$ cat src/design/ibd_pkg.sv
// Shared constants and types for the interleaved box decimator.
package ibd_pkg;

  localparam int SampleW  = 16;
  localparam int ByteW    = 8;
  localparam int FactorW  = 4;
  localparam int ChanCntW = 2;
  localparam int CfgIdxW  = 2;
  localparam int CfgDataW = 4;

  localparam int DefMaxFactorLog2 = 8;
  localparam int DefMaxChannels   = 2;

  // register indexes on the config port
  localparam logic [CfgIdxW-1:0] CfgFactorLog2   = 2'd0;
  localparam logic [CfgIdxW-1:0] CfgChannelCount = 2'd1;
  localparam logic [CfgIdxW-1:0] CfgSampleIsWide = 2'd2;

  localparam logic [FactorW-1:0]  RstFactorLog2   = 4'd1;
  localparam logic [ChanCntW-1:0] RstChannelCount = 2'd1;
  localparam logic                RstSampleIsWide = 1'b1;

  typedef struct packed {
    logic [FactorW-1:0]  factor_log2;
    logic [ChanCntW-1:0] channel_count;
    logic                sample_is_wide;
  } cfg_t;

  typedef struct packed {
    logic                      valid;
    logic signed [SampleW-1:0] average;
    logic                      channel;
  } result_t;

endpackage

$ cat src/design/ibd_if.sv
// Stream and config channel interfaces of the interleaved box decimator.
interface ibd_in_if import ibd_pkg::*; ();
  logic                      valid;
  logic                      ready;
  logic signed [SampleW-1:0] sample_in;
  logic                      end_of_block;

  modport source (output valid, output sample_in, output end_of_block, input ready);
  modport sink   (input valid, input sample_in, input end_of_block, output ready);
endinterface

interface ibd_out_if import ibd_pkg::*; ();
  logic                      valid;
  logic                      ready;
  logic signed [SampleW-1:0] average_out;
  logic                      channel_index;

  modport source (output valid, output average_out, output channel_index, input ready);
  modport sink   (input valid, input average_out, input channel_index, output ready);
endinterface

interface ibd_cfg_if import ibd_pkg::*; ();
  logic                valid;
  logic                ready;
  logic [CfgIdxW-1:0]  index;
  logic [CfgDataW-1:0] data;

  modport source (output valid, output index, output data, input ready);
  modport sink   (input valid, input index, input data, output ready);
endinterface

$ cat src/design/interleaved_box_decimator_top.sv
// Interleaved boxcar averaging decimator, top level.
//
// Usage:
//   in_i   : one interleaved PCM sample per word plus an end-of-block flag.
//   out_o  : one averaged sample per word, tagged with its channel.
//   cfg_i  : register writes (index 0 factor_log2, 1 channel_count,
//            2 sample_is_wide); always ready, write only while idle.
// A word that closes a group for its channel yields that channel's average
// (sum >> factor_log2, truncated toward zero); other words yield nothing.
// End of block drops a partial group and restarts at channel 0, frame 0.
// Timing: the accept edge loads the input register, and the result register is
// written at the edge on which the word leaves the input register.
// Throughput: one word per cycle while results are taken; the read-add-write
// of the current channel's sum is combinational, so words follow back to back.
// Reset: sums and phases clear, registers return to factor_log2 1, mono, 16-bit.
// Receiver stall: the result register holds; the input register still
// moves words that produce no result only once the result slot frees,
// so in_i.ready drops after one more word is taken.
module interleaved_box_decimator_top import ibd_pkg::*; #(
  parameter int MaxFactorLog2 = DefMaxFactorLog2,
  parameter int MaxChannels   = DefMaxChannels
) (
  input  logic     clk_i,
  input  logic     rst_ni,
  ibd_in_if.sink   in_i,
  ibd_out_if.source out_o,
  ibd_cfg_if.sink  cfg_i
);

  cfg_t    cfg;
  result_t res;

  // input register
  logic                      s1_valid_q;
  logic signed [SampleW-1:0] s1_sample_q;
  logic                      s1_eob_q;

  // result register
  logic                      out_valid_q;
  logic signed [SampleW-1:0] out_avg_q;
  logic                      out_ch_q;

  logic advance;
  logic in_fire;

  // config port never stalls
  assign cfg_i.ready = 1'b1;

  ibd_cfg_regs u_cfg (
    .clk_i      (clk_i),
    .rst_ni     (rst_ni),
    .wr_en_i    (cfg_i.valid && cfg_i.ready),
    .wr_index_i (cfg_i.index),
    .wr_data_i  (cfg_i.data),
    .cfg_o      (cfg)
  );

  // a word leaves the input register when the result slot is free or draining
  assign advance     = s1_valid_q && (!out_valid_q || out_o.ready);
  assign in_i.ready  = !s1_valid_q || advance;
  assign in_fire     = in_i.valid && in_i.ready;

  always_ff @(posedge clk_i or negedge rst_ni) begin
    if (!rst_ni) begin
      s1_valid_q <= 1'b0;
    end else if (in_i.ready) begin
      s1_valid_q <= in_i.valid;
    end
  end

  always_ff @(posedge clk_i) begin
    if (in_fire) begin
      s1_sample_q <= in_i.sample_in;
      s1_eob_q    <= in_i.end_of_block;
    end
  end

  ibd_accum #(
    .MaxFactorLog2 (MaxFactorLog2),
    .MaxChannels   (MaxChannels)
  ) u_accum (
    .clk_i    (clk_i),
    .rst_ni   (rst_ni),
    .cfg_i    (cfg),
    .fire_i   (advance),
    .sample_i (s1_sample_q),
    .eob_i    (s1_eob_q),
    .result_o (res)
  );

  always_ff @(posedge clk_i or negedge rst_ni) begin
    if (!rst_ni) begin
      out_valid_q <= 1'b0;
    end else if (advance) begin
      out_valid_q <= res.valid;
    end else if (out_o.ready) begin
      out_valid_q <= 1'b0;
    end
  end

  always_ff @(posedge clk_i) begin
    if (advance && res.valid) begin
      out_avg_q <= res.average;
      out_ch_q  <= res.channel;
    end
  end

  assign out_o.valid         = out_valid_q;
  assign out_o.average_out   = out_avg_q;
  assign out_o.channel_index = out_ch_q;

`ifndef NO_ASSERTIONS
  // input stalls only when a word waits behind an untaken result
  a_stall_cause: assert property (@(posedge clk_i) disable iff (!rst_ni)
    !in_i.ready |-> (s1_valid_q && out_valid_q && !out_o.ready))
    else $error("input stalled without a blocked result");

  // a held word in the input register is not lost or altered
  a_s1_hold: assert property (@(posedge clk_i) disable iff (!rst_ni)
    (s1_valid_q && !advance) |=> (s1_valid_q && $stable(s1_sample_q)
                                  && $stable(s1_eob_q)))
    else $error("input register word dropped while stalled");

  // a new result only appears after a word moved through the accumulator
  a_result_source: assert property (@(posedge clk_i) disable iff (!rst_ni)
    (!advance && !(out_valid_q && !out_o.ready)) |=> !out_valid_q)
    else $error("result appeared without an accumulate step");
`endif

endmodule

$ cat src/design/ibd_cfg_regs.sv
// Configuration registers of the interleaved box decimator.
module ibd_cfg_regs import ibd_pkg::*; (
  input  logic                clk_i,
  input  logic                rst_ni,
  input  logic                wr_en_i,
  input  logic [CfgIdxW-1:0]  wr_index_i,
  input  logic [CfgDataW-1:0] wr_data_i,
  output cfg_t                cfg_o
);

  cfg_t cfg_q;

  always_ff @(posedge clk_i or negedge rst_ni) begin
    if (!rst_ni) begin
      cfg_q.factor_log2    <= RstFactorLog2;
      cfg_q.channel_count  <= RstChannelCount;
      cfg_q.sample_is_wide <= RstSampleIsWide;
    end else if (wr_en_i) begin
      case (wr_index_i)
        CfgFactorLog2:   cfg_q.factor_log2    <= wr_data_i[FactorW-1:0];
        CfgChannelCount: cfg_q.channel_count  <= wr_data_i[ChanCntW-1:0];
        CfgSampleIsWide: cfg_q.sample_is_wide <= wr_data_i[0];
        default: ;  // unmapped index, dropped
      endcase
    end
  end

  assign cfg_o = cfg_q;

endmodule

$ cat src/design/ibd_accum.sv
// Per-channel running sums, frame/channel phase and the average of a closed group.
module ibd_accum import ibd_pkg::*; #(
  parameter int MaxFactorLog2 = DefMaxFactorLog2,
  parameter int MaxChannels   = DefMaxChannels
) (
  input  logic                      clk_i,
  input  logic                      rst_ni,
  input  cfg_t                      cfg_i,
  input  logic                      fire_i,
  input  logic signed [SampleW-1:0] sample_i,
  input  logic                      eob_i,
  output result_t                   result_o
);

  localparam int SumW = SampleW + MaxFactorLog2 + 1;  // one guard bit
  localparam int FpW  = MaxFactorLog2;
  localparam int LgW  = $clog2(MaxFactorLog2 + 1);
  localparam int ChW  = (MaxChannels > 1) ? $clog2(MaxChannels) : 1;

  logic signed [SumW-1:0] sums_q [MaxChannels];
  logic [FpW-1:0]         frame_q;
  logic [ChW-1:0]         chan_q;

  logic [LgW-1:0]         lg;
  logic [ChW-1:0]         last_ch;
  logic [ChW-1:0]         ch;
  logic signed [SumW-1:0] sample_ext;
  logic signed [SumW-1:0] sum_new;
  logic [FpW:0]           factor_m1;
  logic                   last_frame;
  logic                   last_channel;
  logic [SumW-1:0]        round_mask;
  logic signed [SumW-1:0] sum_adj;
  logic signed [SumW-1:0] quot;

  // clamp factor to 1..MaxFactorLog2
  always_comb begin
    int f;
    f = int'(cfg_i.factor_log2);
    if (f < 1) f = 1;
    if (f > MaxFactorLog2) f = MaxFactorLog2;
    lg = LgW'(f);
  end

  // clamp channel count to 1..MaxChannels, keep last index
  always_comb begin
    int c;
    c = int'(cfg_i.channel_count);
    if (c < 1) c = 1;
    if (c > MaxChannels) c = MaxChannels;
    last_ch = ChW'(c - 1);
  end

  assign ch = (chan_q >= last_ch) ? last_ch : chan_q;

  assign sample_ext = cfg_i.sample_is_wide
                    ? {{(SumW-SampleW){sample_i[SampleW-1]}}, sample_i}
                    : {{(SumW-ByteW){1'b0}}, sample_i[ByteW-1:0]};

  assign sum_new = sums_q[ch] + sample_ext;

  assign factor_m1    = ({{FpW{1'b0}}, 1'b1} << lg) - {{FpW{1'b0}}, 1'b1};
  assign last_frame   = {1'b0, frame_q} >= factor_m1;
  assign last_channel = (ch == last_ch);

  // truncate toward zero: bias negatives by factor - 1 before the shift
  assign round_mask = (SumW'(1) << lg) - SumW'(1);
  assign sum_adj    = sum_new + (sum_new[SumW-1] ? $signed(round_mask) : '0);
  assign quot       = sum_adj >>> lg;

  assign result_o.valid   = fire_i && last_frame;
  assign result_o.average = quot[SampleW-1:0];
  assign result_o.channel = ch[0];

  always_ff @(posedge clk_i or negedge rst_ni) begin
    if (!rst_ni) begin
      for (int i = 0; i < MaxChannels; i++) sums_q[i] <= '0;
      frame_q <= '0;
      chan_q  <= '0;
    end else if (fire_i) begin
      if (eob_i) begin
        for (int i = 0; i < MaxChannels; i++) sums_q[i] <= '0;
        frame_q <= '0;
        chan_q  <= '0;
      end else begin
        sums_q[ch] <= last_frame ? '0 : sum_new;
        if (last_channel) begin
          chan_q  <= '0;
          frame_q <= last_frame ? '0 : frame_q + 1'b1;
        end else begin
          chan_q <= ch + 1'b1;
        end
      end
    end
  end

endmodule

$ cat src/flat_wrapper.sv
// flat-port wrapper written by rule: the top's interface ports become plain ports
module interleaved_box_decimator_top_flat import ibd_pkg::*;
#(
  parameter int MaxFactorLog2 = DefMaxFactorLog2,
  parameter int MaxChannels   = DefMaxChannels
)
  (clk_i, rst_ni, in_i_valid, in_i_sample_in, in_i_end_of_block, in_i_ready, out_o_valid, out_o_average_out, out_o_channel_index, out_o_ready, cfg_i_valid, cfg_i_index, cfg_i_data, cfg_i_ready);
  ibd_in_if in_i_i ();
  ibd_out_if out_o_i ();
  ibd_cfg_if cfg_i_i ();
  input  logic clk_i;
  input  logic rst_ni;
  input wire logic [$bits(in_i_i.valid)-1:0] in_i_valid;
  input wire logic [$bits(in_i_i.sample_in)-1:0] in_i_sample_in;
  input wire logic [$bits(in_i_i.end_of_block)-1:0] in_i_end_of_block;
  output wire logic [$bits(in_i_i.ready)-1:0] in_i_ready;
  output wire logic [$bits(out_o_i.valid)-1:0] out_o_valid;
  output wire logic [$bits(out_o_i.average_out)-1:0] out_o_average_out;
  output wire logic [$bits(out_o_i.channel_index)-1:0] out_o_channel_index;
  input wire logic [$bits(out_o_i.ready)-1:0] out_o_ready;
  input wire logic [$bits(cfg_i_i.valid)-1:0] cfg_i_valid;
  input wire logic [$bits(cfg_i_i.index)-1:0] cfg_i_index;
  input wire logic [$bits(cfg_i_i.data)-1:0] cfg_i_data;
  output wire logic [$bits(cfg_i_i.ready)-1:0] cfg_i_ready;
  assign in_i_i.valid = in_i_valid;
  assign in_i_i.sample_in = in_i_sample_in;
  assign in_i_i.end_of_block = in_i_end_of_block;
  assign in_i_ready = in_i_i.ready;
  assign out_o_valid = out_o_i.valid;
  assign out_o_average_out = out_o_i.average_out;
  assign out_o_channel_index = out_o_i.channel_index;
  assign out_o_i.ready = out_o_ready;
  assign cfg_i_i.valid = cfg_i_valid;
  assign cfg_i_i.index = cfg_i_index;
  assign cfg_i_i.data = cfg_i_data;
  assign cfg_i_ready = cfg_i_i.ready;
  interleaved_box_decimator_top #(.MaxFactorLog2(MaxFactorLog2), .MaxChannels(MaxChannels)) u_core (.clk_i(clk_i), .rst_ni(rst_ni), .in_i(in_i_i), .out_o(out_o_i), .cfg_i(cfg_i_i));
endmodule
$ cat config.mk
export PLATFORM = sky130hd
export DESIGN_NAME = interleaved_box_decimator_top_flat
export DESIGN_NICKNAME = d
export VERILOG_FILES = /design/src/design/ibd_pkg.sv /design/src/design/ibd_if.sv /design/src/design/interleaved_box_decimator_top.sv /design/src/design/ibd_cfg_regs.sv /design/src/design/ibd_accum.sv /design/src/flat_wrapper.sv
export SDC_FILE = /design/constraint.sdc
export NUM_CORES = 1
export LEC_CHECK = 0
export ABC_AREA = 1
export ABC_CLOCK_PERIOD_IN_PS = 4850
export BUFFER_PORTS_ARGS = -buffer_cell sky130_fd_sc_hd__buf_4
export CAP_MARGIN = 25
export CORE_UTILIZATION = 45
export CTS_CLUSTER_SIZE = 30
export DETAILED_ROUTE_END_ITERATION = 8
export GPL_ROUTABILITY_DRIVEN = 0
export HOLD_SLACK_MARGIN = 0.02
export MAX_ROUTING_LAYER = met4
export PLACE_DENSITY = 0.62
export RECOVER_POWER = 25
export SLEW_MARGIN = 10
export SYNTH_ARGS = -nofsm -noshare
export SYNTH_HDL_FRONTEND = slang
export SYNTH_HIERARCHICAL = 1
export SYNTH_SLANG_ARGS = --single-unit
$ cat constraint.sdc
create_clock -name clk_i -period 4.85 [get_ports clk_i]
set_clock_uncertainty 0.1 [all_clocks]
set_input_delay 0.97 -clock clk_i [delete_from_list [all_inputs] [get_ports clk_i]]
set_output_delay 0.97 -clock clk_i [all_outputs]
set_load 0.02 [all_outputs]
==> metrics.md <==
| Metric | Value |
|---|---|
| Status | finished clean |
| Syn Area/Cell | 6.87 sq um |
| Htree depth | 3 |
| DIE HEIGHT | 139 um |
| Clock root cell | clkbuf_16 |
| CTS Buf Count | 9 |
| Sw power | 2.28 mW |
| Antenna Cells | 0 |
| Number of global-route vias before repair | 7,488 |
| Max_cap viols | 0 |
| Largest fanout on the critical path | 13 |
| Sequential Power Share | 23.4% |
| Port Buffers | 46 |
| YS warnings | 6 |
| Grt ovf | 0 |
| Worst slew margin | 39.3% |
| Placement Rows | 49 |
| Clk pwr share | 17.2% |
| Remaining antenna violation count | 0 |
| Max Fclk | roughly 220 MHz |
| P_int | 2.40 mW |
| # setup viols final | 0 |
| Final Hold Vio Count | 0 |
| Die extent in x | 139 um |
| Clk slew on worst S/H paths | 0.07 ns |
| Post-route minimum period | 4.55 ns |
| Area grow syn2layout | 14.5% |
| Final instance count without filler cells | approximately 1,500 |
| Global-route wire length before repair | 38,600 um |
| Overall power | 4.68 mW |
| 1st-iter DRT viols | 837 |
| CP required | 4.86 ns |
| Unrepaired setup endpoints after global routing | false |
| Sw frac | between 40% and 50% |
| Setup TNS | 0 ns |
| Final routed DRC violation total | 0 |
| Initial Utilization | 46.4% |
| Largest net degree at the start of global routing | 68 |
| Leakage power total | 4.96 nW |
| Tightest Pin Transition | 0.911 ns |
| Dpl hpwl | around 18,000 um |
| DR WL/cell | 15.7 um |
| Die area | 0.0192 sq mm |
| First-pass iteration count of the detailed router | 5 |
| Peak VDD IR | 244 uV |
| Share of cells above drive strength 1 | 12.5% |
| Gr usage total | 26.3% |
| Setup crit start kind | flip-flop |
| PwrDens | 486 mW/mm^2 |
| Placed Cells | 1,494 |
| Initial antenna violation count | 0 |
| Most frequent CP cell | nand2_1 |
| Crit path buf inv count | 3 |
| Crit-path slowest cell | ha_2 |
| Worst min path class | flip-flop to flip-flop |
| CTS Buffer Depth | 2 |
| Final WL | 23,900 um |
| WS Path Type | flip-flop to flip-flop |
| Final #Nets | 1,375 |
| Post-synthesis cell area | 0.00841 sq mm |
| Clock Latency Late Sink | roughly 0.37 ns |
| Critical path capture point type | flip-flop |
| Crit-path leading delay family | simple AND/OR/NAND/NOR gates |
| Clk sinks | 101 |
| Core Region | 0.0181 sq mm |
| CTS tree | done |
| Vias per cell | ~5.4 |
| Comb pwr share | 59.4% |
| Finished Core Util | between 50% and 60% |
| CP arrival | 4.57 ns |
| Slowest stage delay, CP | between 0.4 and 0.5 ns |
| Final Slew Violations | 0 |
| Detailed-route via count | between 8,000 and 9,000 |
| # IOs | 48 |
| Final period util | 93.9% |
| Cells after Synth | 1,224 |
[layer usage]
metal  vias to the layer above  routed length [um]  track usage [%]
li1                       4136                   -                -
met5                         -                   0                -
met2                       257               10200             38.4
met3                        20                1730             6.42
met4                         0                 269             5.85
met1                      3802               11600             36.6
[registers in the layout (all words and copies together), names as in the netlist]
name / count
u_core/u_accum/sums_q: 50
u_core/out_o.average_out: 16
u_core/s1_sample_q: 16
u_core/u_accum/frame_q: 8
u_core/u_cfg/cfg_o: 6
u_core/out_o.channel_index: 1
u_core/out_o.valid: 1
u_core/s1_eob_q: 1
u_core/s1_valid_q: 1
u_core/u_accum/chan_q: 1
[tightest hold or removal path, stage by stage, from the launching register on]
cell	delay, ns
dfrtp_1	0.35
nand2_1	0.05
nand2_1	0.05
[cell usage in the layout (no fill, tap or decap), drive strengths merged, types with 3 or more instances in the layout]
cell	count
nor2	65
edfxtp	34
o21bai	6
inv	157
xnor2	10
nand2	408
ha	59
clkbuf	27
nand4	18
o21ai	55
buf	54
o211ai	8
clkinv	5
nor4	3
conb	13
dfrtp	65
xor2	24
nor3	18
a21oi	53
o22ai	20
nand3	164
[per-stage QoR]
| stage | hold slack [ns] | area, sq um | setup slack (ns) |
|---|---|---|---|
| floorplan | 0.340 | 8450 | 0.401 |
| global placement | 0.362 | 9050 | 0.269 |
| detailed placement | 0.367 | 9050 | 0.167 |
| CTS | 0.387 | 9380 | 0.165 |
| global route | 0.402 | 9640 | 0.000239 |
| finish | 0.385 | 9640 | 0.296 |
[timing repair]
action / 4_1_cts / 5_1_grt
endpoints found under the setup margin: 0 / 16
resized for setup: 0 / 49
hold buffers: 0 / 0
hold endpoints to repair: 0 / 0
setup buffers: 0 / 9
[area by class of cell]
| type | instances | area [sq um] |
|---|---|---|
| clock buffer | 9 | 225 |
| tap | 229 | 287 |
| fill | 1850 | 8510 |
| sequential | 101 | 2700 |
| timing repair inverter | 1 | 7.51 |
| timing repair buffer | 72 | 553 |
| multi-input combinational | 944 | 5160 |
| clock inverter | 7 | 103 |
| inverter | 157 | 601 |
[path summary, 6_finish.rpt]
path                                                      to  depth (start not counted)                 startpoint  slack (ns)
worst max register to register  u_core/out_o.average_out[14]                         29      u_core/u_cfg/cfg_o[2]        0.30
worst max-delay path            u_core/out_o.average_out[14]                         29      u_core/u_cfg/cfg_o[2]        0.30
worst min register to register     u_core/u_accum/sums_q[38]                          2  u_core/u_accum/sums_q[38]        0.38
min in group asynchronous          u_core/u_accum/sums_q[19]                          1                     rst_ni        0.60
max in group asynchronous          u_core/u_accum/frame_q[6]                          1                     rst_ni        3.42
worst min-delay path               u_core/u_accum/sums_q[38]                          2  u_core/u_accum/sums_q[38]        0.38
[power groups by stage]
stage	clock [mW]	sequential [mW]	combinational, mW
final	0.804	1.10	2.78
after global routing	0.858	1.11	3.12
after CTS	0.832	1.09	2.62
after detailed placement	0	1.11	2.61
after global placement	0	1.11	2.60
after floorplan	0	1.10	1.98
Note: power is estimated with default switching activity, not from simulation.
